[src/rtl/core/prf_pkg.sv]
// Shared types, constants and codes of the pinhole ROI point filter.
// No dependencies; every module of the block refers to it by scoped names.
`default_nettype none

package prf_pkg;

  localparam int IMAGE_WIDTH  = 640;
  localparam int IMAGE_HEIGHT = 480;
  localparam int COUNT_BITS   = 20;

  localparam int COORD_W   = 32;
  localparam int COLOR_W   = 24;
  localparam int PIX_W     = 16;
  localparam int TOTAL_W   = 20;
  localparam int BOX_W     = 13;
  localparam int BND_W     = 15;
  localparam int FRAC_W    = 16;
  localparam int CFG_IDX_W = 3;

  localparam int MUL_A_W  = COORD_W + 1;
  localparam int MUL_B_W  = 27;
  localparam int NUM_W    = MUL_A_W + MUL_B_W;
  localparam int QUO_BITS = PIX_W - 1;

  // Q16.16 intrinsics and the Q16.16 x offset
  localparam logic signed [MUL_B_W-1:0] FX_Q16   = 27'sd39619936;
  localparam logic signed [MUL_B_W-1:0] FY_Q16   = 27'sd39640556;
  localparam logic signed [MUL_B_W-1:0] CX_Q16   = 27'sd21538232;
  localparam logic signed [MUL_B_W-1:0] CY_Q16   = 27'sd16216372;
  localparam logic signed [MUL_A_W-1:0] XOFF_Q16 = 33'sd983;

  typedef enum logic [CFG_IDX_W-1:0] {
    CFG_BOX_X1  = 3'd0,
    CFG_BOX_Y1  = 3'd1,
    CFG_BOX_X2  = 3'd2,
    CFG_BOX_Y2  = 3'd3,
    CFG_BOX_SET = 3'd4
  } cfg_idx_e;

  typedef enum logic [2:0] {
    S_IDLE,
    S_MUL_C,
    S_MUL_P,
    S_SUM,
    S_DIV_GO,
    S_DIV_WAIT,
    S_OUT
  } state_e;

  typedef struct packed {
    logic signed [COORD_W-1:0] point_x;
    logic signed [COORD_W-1:0] point_y;
    logic signed [COORD_W-1:0] point_z;
    logic        [COLOR_W-1:0] color;
    logic                      finite;
    logic                      last_in_cloud;
  } point_in_t;

  typedef struct packed {
    logic                      keep;
    logic signed [PIX_W-1:0]   pixel_u;
    logic signed [PIX_W-1:0]   pixel_v;
    logic signed [COORD_W-1:0] out_x;
    logic signed [COORD_W-1:0] out_y;
    logic signed [COORD_W-1:0] out_z;
    logic        [COLOR_W-1:0] out_color;
    logic        [TOTAL_W-1:0] kept_total;
    logic                      end_of_cloud;
    logic                      publish;
  } point_out_t;

  typedef struct packed {
    logic                    box_set;
    logic signed [BND_W-1:0] left;
    logic signed [BND_W-1:0] right;
    logic signed [BND_W-1:0] top;
    logic signed [BND_W-1:0] bottom;
  } box_bnd_t;

  typedef struct packed {
    logic                  done;
    logic signed [PIX_W-1:0] quo;
  } div_res_t;

endpackage

`default_nettype wire

[src/rtl/core/prf_box.sv]
// Box registers and the shrunk, image-clamped bounds derived from them.
// Depends on prf_pkg.
`default_nettype none

module prf_box (
  input  logic               clk_i,
  input  logic               rst_ni,
  input  logic               cfg_valid_i,
  input  prf_pkg::cfg_idx_e  cfg_index_i,
  input  logic [prf_pkg::BOX_W-1:0] cfg_data_i,
  output prf_pkg::box_bnd_t  bnd_o
);

  localparam int AW = prf_pkg::BOX_W;
  localparam int SW = prf_pkg::BOX_W + 1;
  localparam int BW = prf_pkg::BND_W;
  localparam logic signed [BW-1:0] X_LIM = BW'(prf_pkg::IMAGE_WIDTH - 1);
  localparam logic signed [BW-1:0] Y_LIM = BW'(prf_pkg::IMAGE_HEIGHT - 1);

  logic signed [AW-1:0] x1_q, y1_q, x2_q, y2_q;
  logic                 set_q;
  prf_pkg::box_bnd_t    bnd_d, bnd_q;

  // Half-size box about the center, truncating divisions toward zero
  function automatic logic [2*BW-1:0] shrink(input logic signed [AW-1:0] a,
                                             input logic signed [AW-1:0] b,
                                             input logic signed [BW-1:0] lim);
    logic signed [SW-1:0] s, d, c, h;
    logic signed [BW-1:0] lo, hi;
    s = SW'(a) + SW'(b);
    c = s >>> 1;
    if (s[SW-1] && s[0]) c = c + 1'b1;
    d = SW'(b) - SW'(a);
    h = d >>> 2;
    if (d[SW-1] && (d[1:0] != 2'b00)) h = h + 1'b1;
    lo = BW'(c) - BW'(h);
    hi = BW'(c) + BW'(h);
    if (lo < 0) lo = '0;
    if (hi > lim) hi = lim;
    return {lo, hi};
  endfunction

  always_ff @(posedge clk_i or negedge rst_ni) begin
    if (!rst_ni) begin
      x1_q  <= '0;
      y1_q  <= '0;
      x2_q  <= '0;
      y2_q  <= '0;
      set_q <= 1'b0;
    end else if (cfg_valid_i) begin
      unique case (cfg_index_i)
        prf_pkg::CFG_BOX_X1:  x1_q  <= cfg_data_i;
        prf_pkg::CFG_BOX_Y1:  y1_q  <= cfg_data_i;
        prf_pkg::CFG_BOX_X2:  x2_q  <= cfg_data_i;
        prf_pkg::CFG_BOX_Y2:  y2_q  <= cfg_data_i;
        prf_pkg::CFG_BOX_SET: set_q <= cfg_data_i[0];
        default: ;
      endcase
    end
  end

  always_comb begin
    bnd_d.box_set = set_q;
    {bnd_d.left, bnd_d.right}  = shrink(x1_q, x2_q, X_LIM);
    {bnd_d.top, bnd_d.bottom}  = shrink(y1_q, y2_q, Y_LIM);
  end

  always_ff @(posedge clk_i or negedge rst_ni) begin
    if (!rst_ni) begin
      bnd_q <= '0;
    end else begin
      bnd_q <= bnd_d;
    end
  end

  assign bnd_o = bnd_q;

endmodule

`default_nettype wire

[src/rtl/core/prf_mul.sv]
// Shared signed multiplier with a registered product.
// Depends on prf_pkg for operand widths.
`default_nettype none

module prf_mul (
  input  logic                               clk_i,
  input  logic signed [prf_pkg::MUL_A_W-1:0] a_i,
  input  logic signed [prf_pkg::MUL_B_W-1:0] b_i,
  output logic signed [prf_pkg::NUM_W-1:0]   prod_o
);

  logic signed [prf_pkg::NUM_W-1:0] prod_q;

  always_ff @(posedge clk_i) begin
    prod_q <= a_i * b_i;
  end

  assign prod_o = prod_q;

endmodule

`default_nettype wire

[src/rtl/core/prf_div.sv]
// Bit-serial restoring divider: one quotient bit a cycle, saturating to PIX_W.
// Depends on prf_pkg; divides num by den * 2^FRAC_W, truncating toward zero.
`default_nettype none

module prf_div (
  input  logic                               clk_i,
  input  logic                               rst_ni,
  input  logic                               start_i,
  input  logic signed [prf_pkg::NUM_W-1:0]   num_i,
  input  logic signed [prf_pkg::COORD_W-1:0] den_i,
  output prf_pkg::div_res_t                  res_o
);

  localparam int NW = prf_pkg::NUM_W;
  localparam int DW = prf_pkg::COORD_W;
  localparam int QB = prf_pkg::QUO_BITS;
  localparam int PW = prf_pkg::PIX_W;
  localparam int SW = DW + prf_pkg::FRAC_W + QB - 1;
  localparam int TW = SW + 1;
  localparam int CW = $clog2(QB);
  localparam logic [CW-1:0] LAST_STEP = CW'(QB - 1);
  localparam logic [PW-1:0] Q_MAX = {1'b0, {(PW-1){1'b1}}};
  localparam logic [PW-1:0] Q_MIN = {1'b1, {(PW-1){1'b0}}};

  logic [NW-1:0] num_mag;
  logic [DW-1:0] den_mag;
  logic          sat_d;
  logic          ge;

  logic          busy_q, done_q;
  logic [CW-1:0] cnt_q;
  logic [SW-1:0] rem_q, dsr_q;
  logic [QB-1:0] quo_q;
  logic          neg_q, sat_q;

  assign num_mag = num_i[NW-1] ? NW'(-num_i) : NW'(num_i);
  assign den_mag = den_i[DW-1] ? DW'(-den_i) : DW'(den_i);
  assign sat_d   = TW'(num_mag) >= (TW'(den_mag) << (prf_pkg::FRAC_W + QB));
  assign ge      = rem_q >= dsr_q;

  always_ff @(posedge clk_i or negedge rst_ni) begin
    if (!rst_ni) begin
      busy_q <= 1'b0;
      done_q <= 1'b0;
      cnt_q  <= '0;
    end else begin
      done_q <= 1'b0;
      if (start_i) begin
        busy_q <= 1'b1;
        cnt_q  <= '0;
      end else if (busy_q) begin
        cnt_q <= cnt_q + 1'b1;
        if (cnt_q == LAST_STEP) begin
          busy_q <= 1'b0;
          done_q <= 1'b1;
        end
      end
    end
  end

  always_ff @(posedge clk_i) begin
    if (start_i) begin
      rem_q <= SW'(num_mag);
      dsr_q <= SW'(den_mag) << (prf_pkg::FRAC_W + QB - 1);
      quo_q <= '0;
      neg_q <= num_i[NW-1] ^ den_i[DW-1];
      sat_q <= sat_d;
    end else if (busy_q) begin
      rem_q <= ge ? rem_q - dsr_q : rem_q;
      dsr_q <= dsr_q >> 1;
      quo_q <= {quo_q[QB-2:0], ge};
    end
  end

  always_comb begin
    res_o.done = done_q;
    if (sat_q) begin
      res_o.quo = neg_q ? Q_MIN : Q_MAX;
    end else begin
      res_o.quo = neg_q ? -(PW'(quo_q)) : PW'(quo_q);
    end
  end

endmodule

`default_nettype wire

[src/rtl/core/pinhole_roi_point_filter.sv]
// Top level of the pinhole ROI point filter: sequencer, count and result register.
// Depends on prf_pkg, prf_box, prf_mul and prf_div.
//
// Usage:
//   Input channel (in_valid_i / in_stall_o / in_data_i) takes one 3D point a beat.
//   Output channel (out_valid_o / out_stall_i / out_data_o) gives one result beat
//   per point, in order: projected pixel, keep flag, passthrough fields and the
//   running kept count, with publish on the last point of a cloud that kept any.
//   Config channel (cfg_valid_i / cfg_ready_o) writes the box registers; it is
//   always ready. Write it only while no point is in flight.
//   Timing: one shared multiplier and one bit-serial divider do the work. Each
//   coordinate passes through S_MUL_C and S_MUL_P (multiply), S_SUM, S_DIV_GO
//   (divider load) and S_DIV_WAIT, then the point goes to S_OUT; a point with
//   zero depth skips the projection and goes from S_MUL_C straight to S_OUT.
//   The input stalls while a point is in work; a result waiting in the output
//   register does not block the next point, which holds only at its own end.
//   Reset clears the sequencer, the kept count, the output valid and the box
//   registers (box_set 0: nothing is kept until a box is written).
`default_nettype none

module pinhole_roi_point_filter (
  input  logic                       clk_i,
  input  logic                       rst_ni,
  input  logic                       in_valid_i,
  output logic                       in_stall_o,
  input  prf_pkg::point_in_t         in_data_i,
  output logic                       out_valid_o,
  input  logic                       out_stall_i,
  output prf_pkg::point_out_t        out_data_o,
  input  logic                       cfg_valid_i,
  output logic                       cfg_ready_o,
  input  prf_pkg::cfg_idx_e          cfg_index_i,
  input  logic [prf_pkg::BOX_W-1:0]  cfg_data_i
);

  localparam int CB    = prf_pkg::COUNT_BITS;
  localparam int CMP_W = prf_pkg::PIX_W + 1;
  localparam int CW    = prf_pkg::COORD_W;
  localparam logic [CB-1:0] CNT_MAX = '1;

  prf_pkg::state_e     state_q, state_d;
  logic                phase_q, phase_d;   // 0: column, 1: row
  prf_pkg::point_in_t  pt_q;
  logic signed [prf_pkg::NUM_W-1:0] acc_q, acc_d;
  logic signed [prf_pkg::PIX_W-1:0] u_q, u_d, v_q, v_d;
  logic [CB-1:0]       count_q, count_d, cnt_inc;
  prf_pkg::point_out_t out_q, out_d;
  logic                out_valid_q, out_valid_d;

  logic signed [prf_pkg::MUL_A_W-1:0] mul_a;
  logic signed [prf_pkg::MUL_B_W-1:0] mul_b;
  logic signed [prf_pkg::NUM_W-1:0]   prod;
  logic                               div_start;
  prf_pkg::div_res_t                  div_res;
  prf_pkg::box_bnd_t                  bnd;

  logic                    z_zero, keep_w, in_acc;
  logic signed [CMP_W-1:0] u_c, v_c, l_c, r_c, t_c, b_c;

  prf_box u_box (
    .clk_i       (clk_i),
    .rst_ni      (rst_ni),
    .cfg_valid_i (cfg_valid_i),
    .cfg_index_i (cfg_index_i),
    .cfg_data_i  (cfg_data_i),
    .bnd_o       (bnd)
  );

  prf_mul u_mul (
    .clk_i  (clk_i),
    .a_i    (mul_a),
    .b_i    (mul_b),
    .prod_o (prod)
  );

  prf_div u_div (
    .clk_i   (clk_i),
    .rst_ni  (rst_ni),
    .start_i (div_start),
    .num_i   (acc_q),
    .den_i   (pt_q.point_z),
    .res_o   (div_res)
  );

  assign cfg_ready_o = 1'b1;
  assign in_stall_o  = (state_q != prf_pkg::S_IDLE);
  assign in_acc      = in_valid_i && (state_q == prf_pkg::S_IDLE);
  assign z_zero      = (pt_q.point_z == '0);

  // Feed the shared multiplier: coordinate times focal, then center times depth
  always_comb begin
    mul_a = {pt_q.point_z[CW-1], pt_q.point_z};
    mul_b = phase_q ? prf_pkg::CY_Q16 : prf_pkg::CX_Q16;
    if (state_q == prf_pkg::S_MUL_C) begin
      if (phase_q) begin
        mul_a = {pt_q.point_y[CW-1], pt_q.point_y};
        mul_b = prf_pkg::FY_Q16;
      end else begin
        mul_a = {pt_q.point_x[CW-1], pt_q.point_x} + prf_pkg::XOFF_Q16;
        mul_b = prf_pkg::FX_Q16;
      end
    end
  end

  // Box test on the finished pixel
  assign u_c = CMP_W'(u_q);
  assign v_c = CMP_W'(v_q);
  assign l_c = CMP_W'($signed(bnd.left));
  assign r_c = CMP_W'($signed(bnd.right));
  assign t_c = CMP_W'($signed(bnd.top));
  assign b_c = CMP_W'($signed(bnd.bottom));
  assign keep_w = pt_q.finite && !z_zero && bnd.box_set &&
                  (u_c >= l_c) && (u_c <= r_c) && (v_c >= t_c) && (v_c <= b_c);

  // Saturating count including this point
  assign cnt_inc = (keep_w && (count_q != CNT_MAX)) ? count_q + CB'(1) : count_q;

  always_comb begin
    state_d     = state_q;
    phase_d     = phase_q;
    acc_d       = acc_q;
    u_d         = u_q;
    v_d         = v_q;
    count_d     = count_q;
    out_d       = out_q;
    out_valid_d = out_valid_q && out_stall_i;
    div_start   = 1'b0;
    unique case (state_q)
      prf_pkg::S_IDLE: begin
        if (in_valid_i) begin
          state_d = prf_pkg::S_MUL_C;
          phase_d = 1'b0;
        end
      end
      prf_pkg::S_MUL_C: begin
        // Zero depth: no projection, pixel reads as zero
        if (z_zero) begin
          u_d     = '0;
          v_d     = '0;
          state_d = prf_pkg::S_OUT;
        end else begin
          state_d = prf_pkg::S_MUL_P;
        end
      end
      prf_pkg::S_MUL_P: begin
        acc_d   = prod;
        state_d = prf_pkg::S_SUM;
      end
      prf_pkg::S_SUM: begin
        acc_d   = acc_q + prod;
        state_d = prf_pkg::S_DIV_GO;
      end
      prf_pkg::S_DIV_GO: begin
        div_start = 1'b1;
        state_d   = prf_pkg::S_DIV_WAIT;
      end
      prf_pkg::S_DIV_WAIT: begin
        if (div_res.done) begin
          if (!phase_q) begin
            u_d     = div_res.quo;
            phase_d = 1'b1;
            state_d = prf_pkg::S_MUL_C;
          end else begin
            v_d     = div_res.quo;
            state_d = prf_pkg::S_OUT;
          end
        end
      end
      prf_pkg::S_OUT: begin
        // Hold until the output register is free, then load the beat
        if (!out_valid_q || !out_stall_i) begin
          out_valid_d        = 1'b1;
          out_d.keep         = keep_w;
          out_d.pixel_u      = u_q;
          out_d.pixel_v      = v_q;
          out_d.out_x        = pt_q.point_x;
          out_d.out_y        = pt_q.point_y;
          out_d.out_z        = pt_q.point_z;
          out_d.out_color    = pt_q.color;
          out_d.kept_total   = prf_pkg::TOTAL_W'(cnt_inc);
          out_d.end_of_cloud = pt_q.last_in_cloud;
          out_d.publish      = pt_q.last_in_cloud && (cnt_inc != '0);
          count_d            = pt_q.last_in_cloud ? '0 : cnt_inc;
          state_d            = prf_pkg::S_IDLE;
        end
      end
      default: state_d = prf_pkg::S_IDLE;
    endcase
  end

  always_ff @(posedge clk_i or negedge rst_ni) begin
    if (!rst_ni) begin
      state_q     <= prf_pkg::S_IDLE;
      phase_q     <= 1'b0;
      count_q     <= '0;
      out_valid_q <= 1'b0;
    end else begin
      state_q     <= state_d;
      phase_q     <= phase_d;
      count_q     <= count_d;
      out_valid_q <= out_valid_d;
    end
  end

  always_ff @(posedge clk_i) begin
    if (in_acc) pt_q <= in_data_i;
    acc_q <= acc_d;
    u_q   <= u_d;
    v_q   <= v_d;
    out_q <= out_d;
  end

  assign out_valid_o = out_valid_q;
  assign out_data_o  = out_q;

endmodule

`default_nettype wire

[config.mk]
export PLATFORM = sky130hd
export DESIGN_NAME = pinhole_roi_point_filter
export DESIGN_NICKNAME = d
export VERILOG_FILES = /design/src/rtl/core/prf_pkg.sv /design/src/rtl/core/prf_box.sv /design/src/rtl/core/prf_mul.sv /design/src/rtl/core/prf_div.sv /design/src/rtl/core/pinhole_roi_point_filter.sv
export SDC_FILE = /design/constraint.sdc
export NUM_CORES = 2
export LEC_CHECK = 0
export ABC_AREA = 0
export BUFFER_PORTS_ARGS = -buffer_cell sky130_fd_sc_hd__buf_2
export CAP_MARGIN = 20
export CORE_UTILIZATION = 35
export CTS_CLUSTER_SIZE = 25
export DETAILED_ROUTE_END_ITERATION = 6
export GPL_TIMING_DRIVEN = 0
export PLACE_DENSITY = 0.57
export SKIP_LAST_GASP = 1
export SLEW_MARGIN = 30
export SYNTH_ARGS = -nofsm -noshare
export SYNTH_HDL_FRONTEND = slang
export SYNTH_SLANG_ARGS = --single-unit
[constraint.sdc]
create_clock -name clk_i -period 11.75 [get_ports clk_i]
set_input_delay 0 -clock clk_i [delete_from_list [all_inputs] [get_ports clk_i]]
set_output_delay 0 -clock clk_i [all_outputs]
set_load 0.01 [all_outputs]
### After elaboration in Yosys (flattened, before gate mapping)

Index checks and enable logic that the tools add are counted.

| word-level totals | value |
|---|---|
| register bits | 735 |
| bits of input ports | 143 |
| output and inout port bits | 178 |
| logic and storage cells | 189 |

| operators by class | value |
|---|---|
| add/subtract/negate cells | 20 |
| $mul | 1 |
| $lt $le $gt $ge | 10 |
| equality and inequality tests | 18 |
| multiplexer cells | 53 |
| bitwise operators | 1 |
| reductions and logical operators | 42 |

Operator list:

| cell | number |
|---|---|
| 2-to-1 mux 60 bit | 4 |
| 2-to-1 mux 16 bit | 8 |
| 2-to-1 mux 62 bit | 2 |
| case mux 60 bit (2 select lines) | 1 |
| 2-to-1 mux 15 bit | 5 |
| 2-to-1 mux 33 bit | 2 |
| case mux 16 bit (2 select lines) | 2 |
| greater-or-equal comparator 60 x 63 -> 1 bit | 1 |
| greater-or-equal comparator 62 bit | 1 |
| subtractor 62 bit | 1 |
| adder 60 bit | 1 |
| multiplier 33 x 27 -> 60 bit | 1 |
| negation 60 bit | 1 |
| 2-to-1 mux 14 bit | 4 |
| 2-to-1 mux 20 bit | 2 |
| adder 32 x 11 -> 33 bit, second input constant | 1 |
| greater-or-equal comparator 16 x 15 -> 1 bit | 2 |
| less-or-equal comparator 16 x 15 -> 1 bit | 2 |
| zero test 32 bit | 1 |
| 2-to-1 mux 32 bit | 1 |
| negation 32 bit | 1 |
| adder 14 x 14 -> 15 bit | 2 |
| < comparator 15 x 1 -> 1 bit, second input constant | 2 |
| subtractor 14 x 14 -> 15 bit | 2 |
| 34 further kinds | 95 |

### Logic depth before layout (Yosys ltp)

| logic depth | value |
|---|---|
| depth after elaboration | 12 |
| mapped depth | 42 |
| mapped depth without buffers | 41 |

### Cells and area by module

Synthesis repeated with hierarchy kept, for this count alone.

| unflattened totals | value |
|---|---|
| cell total of the unflattened synthesis | 7950 |
| area, all modules | 75916.6 µm² |

By module, submodules not included:

| module | instances | cells an instance | area each (µm²) | sequential area each (µm²) |
|---|---|---|---|---|
| prf_mul | 1 | 3554 | 32708.9 | 1201.2 |
| pinhole_roi_point_filter | 1 | 1682 | 20305.7 | 12306.8 |
| prf_div | 1 | 1541 | 12669.7 | 3913.8 |
| prf_box | 1 | 1173 | 10232.3 | 2802.7 |

### Least setup slack after synthesis

OpenSTA, ideal clock, no wires.

| timing path | value |
|---|---|
| path kind | register -> register |
| from | register pt_q[90] (netlist name) |
| to | register u_mul.prod_q, in the netlist u_mul.prod_o[54] |
| library setup time | 0.123 ns |
| arrival | 8.848 ns |
| data required time | 11.627 ns |
| setup slack | 2.779 ns |
| stages on the path, launching flop included | 43 |
| path buffers | 2 |
| period minus slack after synthesis | 8.971 ns |
| cell sequence | edfxtp_1 > inv_1 > ha_1 > nand2b_1 > a21o_1 > nand2_1 > a21oi_1 > nand2_1 > nor2_1 > nand4_1 > o21ai_0 > o21ai_0 > nand2_1 > inv_1 > nor2_1 > inv_1 > clkbuf_1 > nand2b_1 > [... 7 more ...] > fa_1 > fa_1 > inv_1 > fa_1 > inv_1 > ha_1 > clkbuf_1 > a21o_1 > o21bai_1 > a41oi_1 > o41ai_1 > nand2_1 > o311a_1 > o21ai_1 > nand2_1 > a211oi_1 > a211oi_1 > xnor2_1 |

| on the way | value |
|---|---|
| longest elaborated chain between the ends | 4 |

Ends and longest elaborated chain:

| what | RTL line | RTL |
|---|---|---|
| start, declared | pinhole_roi_point_filter.sv:43 | `prf_pkg::point_in_t pt_q;` |
| start signal, assigned | pinhole_roi_point_filter.sv:206 | `if (in_acc) pt_q <= in_data_i;` |
| adder 32 x 11 -> 33 bit | pinhole_roi_point_filter.sv:99 | `mul_a = {pt_q.point_x[CW-1], pt_q.point_x} + prf_pkg::XOFF_Q16;` |
| 2-to-1 mux 33 bit | pinhole_roi_point_filter.sv:95 | `if (phase_q) begin` |
| 2-to-1 mux 33 bit | pinhole_roi_point_filter.sv:94 | `if (state_q == prf_pkg::S_MUL_C) begin` |
| multiplier 33 x 27 -> 60 bit | prf_mul.sv:15 | `prod_q <= a_i * b_i;` |
| end signal, assigned | prf_mul.sv:15 |  |
| end, declared | prf_mul.sv:12 | `logic signed [prf_pkg::NUM_W-1:0] prod_q;` |

Every way passes these cells.
A chain may end at the register's enable or synchronous reset.

### Worst setup path in the final report

| timing path | value |
|---|---|
| from | register state_q[0] |
| to | register u_mul.prod_q, in the netlist u_mul.prod_o[54] |

| on the way | value |
|---|---|
| longest elaborated chain between the ends | 3 |
| elaborated cells between the ends (all ways) | 4 |
| classes of those cells | mul (1); eq/ne (1); mux (2) |

Ends and longest elaborated chain:

| what | RTL line | RTL |
|---|---|---|
| start, declared | pinhole_roi_point_filter.sv:41 | `prf_pkg::state_e state_q, state_d;` |
| start signal, assigned | pinhole_roi_point_filter.sv:193 | `state_q <= prf_pkg::S_IDLE;` |
| start signal, assigned | pinhole_roi_point_filter.sv:198 | `state_q <= state_d;` |
| == test 3 x 1 -> 1 bit * | pinhole_roi_point_filter.sv:94 |  |
| 2-to-1 mux 33 bit or 2-to-1 mux 26 bit (tied branches) | pinhole_roi_point_filter.sv:94 |  |
| multiplier 33 x 27 -> 60 bit * | prf_mul.sv:15 |  |

Every way passes the cells marked *; elsewhere a longest branch is shown, timed or not.

==> metrics.txt <==
Async SR Flop Fraction=0.196; clock sinks=729; core area=0.193 sq mm; Slew Limit Fails=0; initial antenna violation count=3; minimum clock period=11.45 ns; Finish-stage setup viols=0; Ports=321; unrepaired setup endpoints after global routing=false; final core occ=0.410; vias=51000; dpl ws=-0.399 ns; largest area contributor in the netlist=fa_1; synth unique cells=87; R2R Path End=u_mul.prod_o[54]; Via-to-Cell Ratio=5.04; GPL Wtd Cong=0.963; global route overflow=0; Worst-path clk slew=0.06 ns; CP startpoint=state_q[0]; outcome=finished clean; crit path capture=u_mul.prod_o[54]; crit path max fanout=13; Chip Height=443 um; IO buf count=319; worst-margin pin slew=1.08 ns; total CTS buffers=89; CTS tree=built; Starting Density=0.353; Final nets=8986; syn_nets=8286; CP arrival=12.05 ns; DP Wirelength=173000 um; Compound-Gate Fraction of Synth Area=0.111; Die ar.=0.196 sq mm; R2R depth=33; Final period util=0.975; largest net degree at the start of global routing=86; drt wl/cell=21.0 um; WHS=0.0647 ns; critical path class=reg2reg; top post-synthesis cells by area=fa_1 23%, edfxtp_1 21%, ha_1 10%; Detail Route Antenna Nets=0; # rows=161; synthesis-to-finish area growth=16.3%; Die W=443 um; top-count cell post-synth=inv_1; warnings from Yosys=0; initial drt markers=3699; Longest Clk Path Bufs=3; Post-synth EDFFs=481; Synth Area in Simple Gates=0.111; CP max stage delay=0.74 ns; Worst Hold Class=in2reg; total routed wirelength=212000 um; Root Driver=clkbuf_16; Synth Instances=6811; DR pass1 iterations=7; post-synth top area share=0.227; post-synthesis adder-cell area fraction=0.330; Synth Flop Type=edfxtp_1; first-pass GRT wire length=322000 um; number of global-route vias before repair=53100; final hold violations=0; Req. time, crit path=12.35 ns; Reg2Reg Launch Point=state_q[0]; max-cap violation count=0; Clock H-tree levels=3; Achievable Freq=0.0873 GHz; sequential share of the synthesized area=0.296; Layout Skew=0.0521 ns; main combinational cell family by area after synthesis=adder cells; Rel. slew slack=0.283; Post-route DRC=0; Post-synth top cells=1238 x inv_1, 773 x fa_1, 559 x ha_1; Synth Register Bits=729; CP max stage cell=clkbuf_1; reg-to-reg setup timing slack=0.30 ns; Post-Synth XOR/XNOR Area=0.0577; PnR worst setup slack=0.298 ns; Worst Setup End Kind=flip-flop; post-synthesis mux area share=0.0143; Worst-Skew Late Latency=0.75 ns; CP Launch Type=flip-flop; gr usage total=0.216; Worst path most repeated cell=fa_1; Avg Inst Size Synth=9.99 sq um; fraction of layout cells with a size suffix above 1=0.0792; area of the mapped netlist=0.0680 sq mm
cell families (layout without fill, tap and decap cells):
| family | count (synthesis) | in the layout |
|---|---|---|
| AND/OR/NAND/NOR | 1575 | 1575 |
| buffers and inverters | 1432 | 2207 |
| adder cells (fa/ha/maj) | 1332 | 1332 |
| AO/OA/AOI/OAI | 1201 | 1201 |
| flip-flops | 729 | 729 |
| XOR/XNOR | 448 | 448 |
| multiplexers | 93 | 93 |
| other | 1 | 5 |
layout by cell type (no fill, tap or decap), drive strengths merged, types with 33 or more instances in the layout:
master	Yosys	routed
inv	1238	1247
fa	773	773
ha	559	559
edfxtp	481	481
nand2	456	456
nor2	428	428
buf	18	356
o21ai	336	336
a21oi	329	329
clkbuf	174	298
xnor2	272	272
dlygate4sd3	0	270
xor2	176	176
dfrtp	143	143
a21o	141	141
nand2b	115	115
nand3	114	114
dfxtp	105	105
and2	97	97
nor3	63	63
mux2i	57	57
o21bai	57	57
nor2b	57	57
nand4	55	55
o31ai	52	52
or3	51	51
mux2	36	36
o21a	34	34
and3	33	33
worst max-delay path, delay by kind of cell (launching register included):
kind	cells	cell delay, ns
AND/OR/NAND/NOR	8	1.38
XOR/XNOR	1	0.15
buffers and inverters	10	3.55
flip-flops	1	0.37
AO/OA/AOI/OAI	5	1.45
adder cells (fa/ha/maj)	9	4.37
worst min path at each step:
stage                        from          to  slack, ns  depth (start not counted)
floorplan                  rst_ni  count_q[0]      -0.30                          0
global placement    in_data_i[50]    pt_q[50]       0.18                          1
detailed placement         rst_ni  count_q[4]      -0.01                          1
CTS                  in_data_i[1]     pt_q[1]       0.01                          2
global route         in_data_i[1]     pt_q[1]       0.03                          2
finish               in_data_i[1]     pt_q[1]       0.06                          2
final cells by class:
| cell class | count | area (sq um) |
|---|---|---|
| fill | 18600 | 114000 |
| multi-input combinational | 4650 | 42600 |
| sequential | 729 | 20100 |
| timing repair buffer | 609 | 4780 |
| inverter | 1240 | 4660 |
| tap | 2526 | 3160 |
| clock buffer | 123 | 2570 |
| buffer | 192 | 756 |
| clock inverter | 43 | 480 |
| antenna | 4 | 10.0 |
per-stage QoR:
| stage | area [sq um] | TNS (ns) | instances |
|---|---|---|---|
| after floorplan | 68000 | 0 | 6811 |
| after global placement | 72800 | -69.82 | 9656 |
| after detailed placement | 73300 | -2.31 | 9673 |
| after CTS | 79100 | -0.0348 | 10100 |
| after global routing | 79100 | 0 | 10100 |
| final | 79100 | 0 | 10100 |
metal layers:
layer / up-vias / share of wire / track usage
li1: 23900 / - / -
met1: 25200 / 0.43 / 0.280
met2: 1521 / 0.47 / 0.357
met3: 361 / 0.062 / 0.0356
met4: 0 / 0.042 / 0.0858
met5: - / 0 / 0
sequential cells by signal (all words and copies together) (netlist names), 3 cells and up:
signal,count
pt_q,122
u_box.y2_q,13
u_div.dsr_q,62
u_mul.prod_o,58
u_box.x2_q,13
acc_q,58
u_div.cnt_q,4
u_box.bnd_o,59
u_q,16
count_q,20
u_box.y1_q,13
v_q,16
u_div.quo_q,15
state_q,3
u_div.rem_q,62
u_box.x1_q,13
out_data_o,175
timing repair:
item | CTS | global route
endpoints found under the setup margin | 9 | 9
setup buffers | 0 | 0
gates resized for setup | 5 | 9
hold endpoints to repair | 337 | 0
hold buffers | 271 | 0
Power is left out: the tool's default activity adds up to more than one toggle a clock period on the data nets, which glitch-free logic cannot reach.
